--- src/mvt_pkg.sv ---
// mvt_pkg: shared widths, types and register codes for motor_voltage_from_torque
// no dependencies; used by every module in src
package mvt_pkg;

  // data format
  localparam int VALUE_W = 24;
  localparam int FRAC_W  = 12;
  localparam int REG_W   = 16;
  localparam int LANES   = 3;

  // root path: |torque| * inverse_gain, then integer square root
  localparam int PROD_W = VALUE_W + REG_W;
  localparam int ROOT_W = (PROD_W + 1) / 2;
  localparam int RAD_W  = 2 * ROOT_W;
  localparam int REM_W  = ROOT_W + 2;

  // bracket path: resistance + speed_gain * signed speed
  localparam int SW_W  = VALUE_W + 1;
  localparam int GSW_W = REG_W + 1 + SW_W;
  localparam int B_W   = GSW_W + 1;
  localparam int BF_W  = B_W - FRAC_W;

  // voltage path
  localparam int VP_W = ROOT_W + 1 + BF_W;
  localparam int V_W  = VP_W - FRAC_W;

  // edges from acceptance to a lane's registered voltage
  localparam int LANE_LAT = ROOT_W + 4;

  localparam logic [VALUE_W-1:0] V_MAX = {1'b0, {(VALUE_W-1){1'b1}}};
  localparam logic [VALUE_W-1:0] V_MIN = {1'b1, {(VALUE_W-1){1'b0}}};

  localparam int IDX_W = 2;

  typedef enum logic [IDX_W-1:0] {
    REG_INVERSE_GAIN,
    REG_SPEED_GAIN,
    REG_WINDING_RES
  } reg_index_t;

  localparam logic [REG_W-1:0] INVERSE_GAIN_RST = REG_W'(24779);
  localparam logic [REG_W-1:0] SPEED_GAIN_RST   = REG_W'(677);
  localparam logic [REG_W-1:0] WINDING_RES_RST  = REG_W'(11171);

  typedef struct packed {
    logic [REG_W-1:0] inverse_gain;
    logic [REG_W-1:0] speed_gain;
    logic [REG_W-1:0] winding_resistance;
  } cfg_t;

  typedef struct packed {
    logic signed [VALUE_W-1:0] voltage;
    logic                      clip;
  } lane_out_t;

endpackage

--- src/mvt_merge.sv ---
// mvt_merge: output register stage, joins the lane voltages and their clip flags
// depends on mvt_pkg
module mvt_merge (
  input  logic                                clk,
  input  logic                                rst,
  input  logic                                valid,
  input  mvt_pkg::lane_out_t                  lanes [mvt_pkg::LANES],
  output logic                                done,
  output logic signed [mvt_pkg::VALUE_W-1:0]  voltage_one,
  output logic signed [mvt_pkg::VALUE_W-1:0]  voltage_two,
  output logic signed [mvt_pkg::VALUE_W-1:0]  voltage_three,
  output logic                                clipped
);

  logic any_clip;

  always_comb begin
    any_clip = 1'b0;
    for (int i = 0; i < mvt_pkg::LANES; i++) begin
      any_clip = any_clip | lanes[i].clip;
    end
  end

  always_ff @(posedge clk) begin
    if (rst) begin
      done <= 1'b0;
    end else begin
      done <= valid;
    end
  end

  always_ff @(posedge clk) begin
    voltage_one   <= lanes[0].voltage;
    voltage_two   <= lanes[1].voltage;
    voltage_three <= lanes[2].voltage;
    clipped       <= any_clip;
  end

endmodule
--- config.mk ---
export PLATFORM = sky130hd
export DESIGN_NAME = mvt_merge
export DESIGN_NICKNAME = d
export VERILOG_FILES = /design/src/mvt_pkg.sv /design/src/mvt_merge.sv
export SDC_FILE = /design/constraint.sdc
export NUM_CORES = 1
export LEC_CHECK = 0
export BUFFER_PORTS_ARGS = -buffer_cell sky130_fd_sc_hd__clkbuf_2
export CORE_MARGIN = 2
export CORE_UTILIZATION = 30
export DETAILED_ROUTE_END_ITERATION = 6
export PLACE_DENSITY_LB_ADDON = 0.3
export SLEW_MARGIN = 20
export SYNTH_ARGS = -nofsm -noshare
export SYNTH_HDL_FRONTEND = slang
export SYNTH_SLANG_ARGS = --single-unit
--- constraint.sdc ---
create_clock -name clk -period 0.8 [get_ports clk]
set_input_delay 0.24 -clock clk [delete_from_list [all_inputs] [get_ports clk]]
set_output_delay 0.24 -clock clk [all_outputs]
set_load 0.01 [all_outputs]
==> key figures, run 1 <==
Clock tree
  • Depth of the CTS H-tree: 3
  • Buffers inserted during post-CTS setup optimization: 0
  • TritonCTS clock tree: built
  • Sinks on the clock net: 74
  • Clock root buffer: sky130_fd_sc_hd__clkbuf_8
  • Num CTS Buffers: 9
  • Clock transition at path regs: 0.07 ns
  • CTS Buffer Depth: 2

Synthesis
  • Cell Area, Synth: 1490 µm²
  • Number of warnings reported in the yosys synthesis log: 0
  • Synth Area in Compound Gates: 0%
  • Synth Area in Adders: 0%
  • Sequential fraction of the synthesis area: 99.2%
  • Mux share of post-synthesis cell area: 0%
  • Simple-Gate Fraction of Synth Area: 0.838%
  • Synthesized-area fraction occupied by xor and xnor cells: 0%
  • Post-synth cell types: 3
  • Total nets after synthesis: 154
  • Leading cell types by total area after synthesis: sky130_fd_sc_hd__dfxtp_1 99%, sky130_fd_sc_hd__nor2b_1 0.42%, sky130_fd_sc_hd__or3_1 0.42%
  • Top cell type's share of synthesized area: 99.2%
  • Post-synthesis average cell area: 19.7 µm²
  • Post-synthesis sequential element count: 74
  • Combinational family with the most area after synthesis: simple AND/OR/NAND/NOR gates
  • Number of instances in the synthesized netlist: 76
  • Most area-hungry cell type in the Yosys netlist: sky130_fd_sc_hd__dfxtp_1

Power and ir drop
  • Max IR drop VDD: 1.42 mV
  • Cell area power density: 2230 nW/µm²
  • Reported leakage power: 1.71 nW
  • Total power draw: 7.84 mW

Flow run
  • Count of max-cap constraint violations: 0

Critical path
  • Bufs and invs on worst path: 1
  • Largest delay contributor family on the critical path: flip-flops
  • CP Launch Type: flop
  • Cells traversed along the worst timing path: buf_2
  • Delay contributed by the slowest stage of the critical path: 0.34 ns
  • Sort of element at the end of the critical path: output pin
  • Master of the slowest instance on the critical path: sky130_fd_sc_hd__dfxtp_1
  • Stages on worst setup path: 1
  • Largest fanout on the critical path: 1
  • Critical Setup Path Class: reg -> out
  • Data arrival time at the worst-slack endpoint: 0.81 ns
  • Required time worst endpoint: 0.56 ns

STA
  • # setup viols final: 74
  • Setup repair after global routing missed its margin: true
  • Worst rel slew slack: 93.2%
  • Total count of max-transition violations in the final report: 0
  • Final critical path time including I/O delays and setup: 1.05 ns
  • Transition time of the tightest slew-check pin: 0.102 ns
  • Share of the clock period used by the worst path after layout: 132%
  • Highest Clock Rate: 949 MHz
  • Minimum setup slack in the final design: -0.253 ns
  • Number of endpoints with negative hold slack in the final report: 0

Floorplan
  • Die Span X: 74.6 µm
  • Die area: 5560 µm²
  • Core area: 4750 µm²
  • Die height: 74.6 µm
  • Starting density of the core: 31.4%
  • Rows: 25
  • Count of boundary I/O pins: 152

Run status
  • Violations in the final reports: negative setup slack
  • Status: finished with violations

Layout
  • Area delta synth->final: 136%
  • Final layout net count: 387
  • Number of standard cells in the layout, taps in and fillers out: 381
  • Number of antenna diodes: 0
  • Fraction of final layout cells with drive strength greater than 1: 64.3%

Routing
  • Routed wirelength normalized by instance count: 15.0 µm
  • Remaining antenna violation count after routing: 0
  • Residual DRC count: 0
  • Violation count after the first detailed-routing iteration: 53
  • Routed via count: 1470
  • Average via count per standard cell: 3.86
  • 1st-pass router iterations: 4
  • Total length of routed wires: 5700 µm

Global routing
  • First-pass GRT wire length: 6870 µm
  • Initial antenna violation count: 0
  • Total Routing Usage GR: 17.7%
  • Sum of overflow across all layers after global routing: 0
  • Number of global-route vias before repair: 1517
  • Maximum number of pins on one net before global-route repair: 14

Min path
  • Worst Hold Path Cells: 1
  • Path class of the lowest-slack min-delay path: in -> reg

Placement
  • Instance count after placement with tap cells included: 294
  • Gpl congestion: 0.616
  • Count of buffers inserted at the top-level ports: 151
==> final timing paths <==
path | start | endpoint | slack, ns
worst max-delay path | voltage_three[22]$_DFF_P_ | voltage_three[22] | -0.25
worst min-delay path | lanes[36] | voltage_two[10]$_DFF_P_ | 0.04
==> area by class of cell <==
type	instances	area, µm²
repair buffers	222	1690
flip-flops and latches	74	1530
fillers	313	1230
clock buffers	11	151
well taps	67	83.8
clock inverters	5	61.3
multi-input cells	2	12.5
==> sequential cells by signal, summed over array words and instances, names as in the netlist <==
signal / cells
voltage_three: 24
voltage_one: 24
clipped: 1
done: 1
voltage_two: 24
==> cell usage after synthesis <==
cell type / n
sky130_fd_sc_hd__or3_1: 1
sky130_fd_sc_hd__nor2b_1: 1
sky130_fd_sc_hd__dfxtp_1: 74
==> cell usage in the layout (no fill, tap or decap), drive strengths merged <==
master	count
clkinvlp	3
dfxtp	74
inv	1
bufinv	1
nor2b	1
or3	1
clkbuf	88
dlygate4sd3	71
buf	74
==> cell families (layout without fill, tap and decap cells) <==
family / Yosys count / in the layout
flops: 74 / 74
simple gates: 2 / 2
buf+inv: 0 / 238
==> per-layer routing <==
| metal | part of all wire (%) | global-route usage [%] | up-vias | wire length [µm] |
|---|---|---|---|---|
| met5 | 0 | 0 | - | 0 |
| met4 | 2.2 | 11.5 | 0 | 125 |
| met3 | 8.3 | 6.23 | 10 | 471 |
| met2 | 57 | 32.3 | 92 | 3270 |
| met1 | 32 | 16.6 | 668 | 1840 |
| li1 | - | - | 700 | - |
==> power breakdown <==
part | internal (mW) | switching, mW
Clock | 1.62 | 1.35
Combinational | 0.590 | 0.311
Sequential | 3.90 | 0.0744
Total | 6.11 | 1.73
==> stage by stage <==
step                      instance area, µm²  setup slack [ns]  setup TNS (ns)  hold slack [ns]  util (%)
after floorplan                         1490            0.0921               0            0.268         -
after global placement                  2330            0.0147               0            0.342      49.1
after detailed placement                2330           -0.0113         -0.0113            0.344      49.1
after CTS                               3250            -0.248          -16.91          0.00130      68.4
after global routing                    3520            -0.283          -17.75           0.0280      74.1
final                                   3520            -0.253          -15.26           0.0408      74.1
==> what timing repair did <==
item | 4_1_cts | 5_1_grt
hold buffers | 68 | 3
endpoints found under the hold margin | 68 | 3
gates resized for setup | 13 | 131
setup endpoints to repair | 74 | 74
(Power assumes the default switching activity.)
==> inputs of run 2 (changes only) <==
==> constraint.sdc (replaced) <==
create_clock -name clk -period 0.8 [get_ports clk]
set_input_delay 0.24 -clock clk [delete_from_list [all_inputs] [get_ports clk]]
set_output_delay 0.24 -clock clk [all_outputs]
set_load 0.1 [all_outputs]
==> run 2 against run 1 <==
Effect of this change:
- the run now fails in 4_1_cts
- synthesized cell count did not move
- area after synthesis stayed put
==> key figures, run 2 <==
Synthesis
  • Total nets after synthesis: 154 (unchanged)
  • Number of flops mapped to enable cells by yosys: 0 (unchanged)
  • Number of instances in the synthesized netlist: 76 (unchanged)
  • Number of warnings reported in the yosys synthesis log: 0 (unchanged)
  • Share of flip-flops with an asynchronous set or reset: 0% (unchanged)
  • Most area-hungry cell type in the Yosys netlist: sky130_fd_sc_hd__dfxtp_1
  • Post-synthesis average cell area: 19.7 µm² (unchanged)
  • Post-synthesis sequential element count: 74 (unchanged)
  • Top cell type's share of synthesized area: 99.2% (unchanged)
  • List of most frequent post-synthesis cells: 74 x sky130_fd_sc_hd__dfxtp_1, 1 x sky130_fd_sc_hd__nor2b_1, 1 x sky130_fd_sc_hd__or3_1
  • Post-synth cell types: 3 (unchanged)
  • Cell with the most instances after synthesis: sky130_fd_sc_hd__dfxtp_1
  • Leading cell types by total area after synthesis: sky130_fd_sc_hd__dfxtp_1 99%, sky130_fd_sc_hd__nor2b_1 0.42%, sky130_fd_sc_hd__or3_1 0.42%
  • Cell Area, Synth: 1490 µm² (unchanged)
  • Prevailing post-synth register cell: sky130_fd_sc_hd__dfxtp_1
  • Sequential fraction of the synthesis area: 99.2% (unchanged)

Placement
  • Dpl hpwl: 4400 µm
  • Gpl congestion: 0.752 (+22%)
  • Instance count after placement with tap cells included: 294 (unchanged)
  • Count of buffers inserted at the top-level ports: 151 (unchanged)
  • Minimum setup slack after placement: -0.00159 ns (+0.00967 ns)

Run status
  • Failing step: 4_1_cts
  • Status: did not finish
  • First Error: [ERROR DPL-0033] detailed placement checks failed during check placement.

Clock tree
  • Sinks on the clock net: 74 (unchanged)
  • Number of gates given a new drive strength after cts: 0 (-13)
  • CTS Buffer Depth: 2 (unchanged)
  • Depth of the CTS H-tree: 3 (unchanged)
  • Num CTS Buffers: 9 (unchanged)
  • Buffers inserted during post-CTS setup optimization: 0 (unchanged)
  • Hold Buf Count CTS: 71 (+4.4%)
  • Clock root buffer: sky130_fd_sc_hd__clkbuf_8

Floorplan
  • Rows: 25 (unchanged)
  • Die height: 74.6 µm (unchanged)
  • Starting density of the core: 31.4% (unchanged)
  • Count of boundary I/O pins: 152 (unchanged)
  • Die Span X: 74.6 µm (unchanged)
## run 2: per-stage QoR
step	TNS, ns	area, µm²
floorplan	-0.0658	1770
detailed placement	-0.00159	3720
global placement	0	3720
## run 2: kinds of logic after synthesis
| group | after synthesis | share of synthesized area [%] |
|---|---|---|
| DFF | 74 | 99.2 |
| and+or+nand+nor | 2 | 0.838 |
==> inputs of run 3 (changes only) <==
Settings changed: CORE_UTILIZATION 30 to 33, PLACE_DENSITY_LB_ADDON 0.3 to 0.15.
Clock period 0.8 ns to 1 ns, I/O delays scaled along.
==> run 3 against run 2 <==
Effect of this change:
- the flow now finishes, with violations (negative setup slack)
==> key figures, run 3 (same netlist as run 1, synthesis figures left out) <==
Run status
  • Status: finished with violations
  • Violations in the final reports: negative setup slack

Global routing
  • Sum of overflow across all layers after global routing: 0
  • Initial antenna violation count: 0
  • Total Routing Usage GR: 21.1%
  • Number of global-route vias before repair: 1402
  • First-pass GRT wire length: 7400 µm
  • Maximum number of pins on one net before global-route repair: 13

Critical path
  • Critical Setup Path Class: reg -> out
  • Sort of element at the end of the critical path: output pin
  • Required time worst endpoint: 0.70 ns
  • Largest delay contributor family on the critical path: flip-flops
  • Stages on worst setup path: 1
  • Data arrival time at the worst-slack endpoint: 0.88 ns
  • Cells traversed along the worst timing path: buf_12
  • Master of the slowest instance on the critical path: sky130_fd_sc_hd__dfxtp_2
  • Bufs and invs on worst path: 1
  • Largest fanout on the critical path: 1
  • Delay contributed by the slowest stage of the critical path: 0.36 ns
  • CP Launch Type: flop

Power and ir drop
  • Switching share of power: 31.7%
  • Internal power component: 5.29 mW
  • Net Sw Power: 2.46 mW
  • Total power draw: 7.75 mW
  • Cell area power density: 2070 nW/µm²
  • Max IR drop VDD: 1.68 mV
  • Fraction of power consumed by the clock network: 32.4%
  • Portion of total power attributed to combinational logic: 25.4%
  • Reported leakage power: 1.76 nW
  • Part of the power in registers: 42.2%

Layout
  • Commonest cells after routing, fill and taps aside: 77 x sky130_fd_sc_hd__clkbuf_2, 74 x sky130_fd_sc_hd__dfxtp_2, 74 x sky130_fd_sc_hd__buf_12, 10 x sky130_fd_sc_hd__clkbuf_8, 4 x sky130_fd_sc_hd__clkinv_2
  • Area delta synth->final: 150%
  • Fraction of final layout cells with drive strength greater than 1: 99.2%
  • Largest registers: voltage_one (24), voltage_three (24), voltage_two (24)
  • Filler cells: 185
  • Number of standard cells in the layout, taps in and fillers out: 295
  • Commonest non-fill, non-tap cell in the layout: sky130_fd_sc_hd__clkbuf_2
  • Final layout net count: 316
  • Number of antenna diodes: 0

Routing
  • Routed via count: 1191
  • Violation count after the first detailed-routing iteration: 23
  • Remaining antenna violation count after routing: 0
  • Total length of routed wires: 5030 µm
  • Residual DRC count: 0
  • Average via count per standard cell: 4.04
  • Routed wirelength normalized by instance count: 17.0 µm
  • 1st-pass router iterations: 3

Floorplan
  • Die Span X: 71.3 µm (-4.4%)
  • Count of boundary I/O pins: 152 (unchanged)
  • Die area: 5080 µm²
  • Starting density of the core: 34.3% (+2.9 points)
  • Die height: 71.3 µm (-4.4%)
  • Core area: 4350 µm²
  • Rows: 24 (-4.0%)

Clock tree
  • TritonCTS clock tree: built
  • Clock root buffer: sky130_fd_sc_hd__clkbuf_8
  • Num CTS Buffers: 9 (unchanged)
  • Clock transition at path regs: 0.08 ns
  • Depth of the CTS H-tree: 3 (unchanged)
  • CTS Buffer Depth: 2 (unchanged)
  • Hold Buf Count CTS: 0 (-100%)
  • Number of gates given a new drive strength after cts: 0 (unchanged)
  • Sinks on the clock net: 74 (unchanged)

STA
  • Transition time of the tightest slew-check pin: 0.112 ns
  • Final critical path time including I/O delays and setup: 1.18 ns
  • Share of the clock period used by the worst path after layout: 118%
  • Total count of max-transition violations in the final report: 0
  • Minimum setup slack in the final design: -0.184 ns
  • Highest Clock Rate: 845 MHz
  • Setup repair after global routing missed its margin: true
  • Worst rel slew slack: 92.5%
  • # setup viols final: 74
  • Number of endpoints with negative hold slack in the final report: 0

Placement
  • Count of buffers inserted at the top-level ports: 151 (unchanged)
  • Gpl congestion: 0.758 (+0.86%)
  • Instance count after placement with tap cells included: 279 (-5.1%)

Flow run
  • Count of max-cap constraint violations: 0

Min path
  • Path class of the lowest-slack min-delay path: in -> reg
  • Worst Hold Path Cells: 1
==> run 3: repair_timing <==
| item | in CTS | in global routing |
|---|---|---|
| endpoints found under the setup margin | 74 | 74 |
| setup buffers | 0 | 0 |
| gates cloned | 0 | 0 |
==> run 3: power groups by stage <==
stage / clock [mW] / combinational, mW / sequential, mW
detailed placement: 0 / 1.97 / 3.34
floorplan: 0 / 0.00226 / 4.41
CTS: 2.58 / 1.98 / 3.28
global placement: 0 / 1.95 / 3.33
global route: 2.68 / 2.00 / 3.29
finish: 2.51 / 1.97 / 3.27
==> run 3: final timing paths <==
path                     from                      to  slack [ns]
max   voltage_one[17]$_DFF_P_         voltage_one[17]       -0.18
min                 lanes[54]  voltage_one[3]$_DFF_P_        0.05
==> run 3: routing by layer <==
layer  share of wire, %  wire length, µm  GRT usage [%]  vias to the layer above
met3                 14              728           12.1                        8
met5                  0                0              0                        -
met4                2.1              105           12.6                        0
met1                 27             1340           15.5                      519
met2                 57             2850           40.4                      108
li1                   -                -              -                      556
==> run 3: through the flow <==
step | TNS, ns | instance area (µm²) | hold WS (ns) | setup slack, ns | util (%)
floorplan | 0 | 1590 | 0.328 | 0.0742 | -
global placement | 0 | 3520 | 0.402 | 0.150 | 80.8
detailed placement | 0 | 3520 | 0.404 | 0.140 | 80.8
CTS | -13.32 | 3740 | 0.0274 | -0.214 | 85.8
global route | -13.66 | 3740 | 0.0336 | -0.213 | 85.8
finish | -11.72 | 3740 | 0.0482 | -0.184 | 85.8
==> run 3: layout make-up <==
class                      instances  area, µm²  area share [%]
sequential                        74       1570            42.1
clock buffer                      10        138            3.68
multi-input combinational          2       12.5           0.335
clock inverter                     6       80.1            2.14
tap                               52       65.1            1.74
timing repair buffer             151       1870            50.0
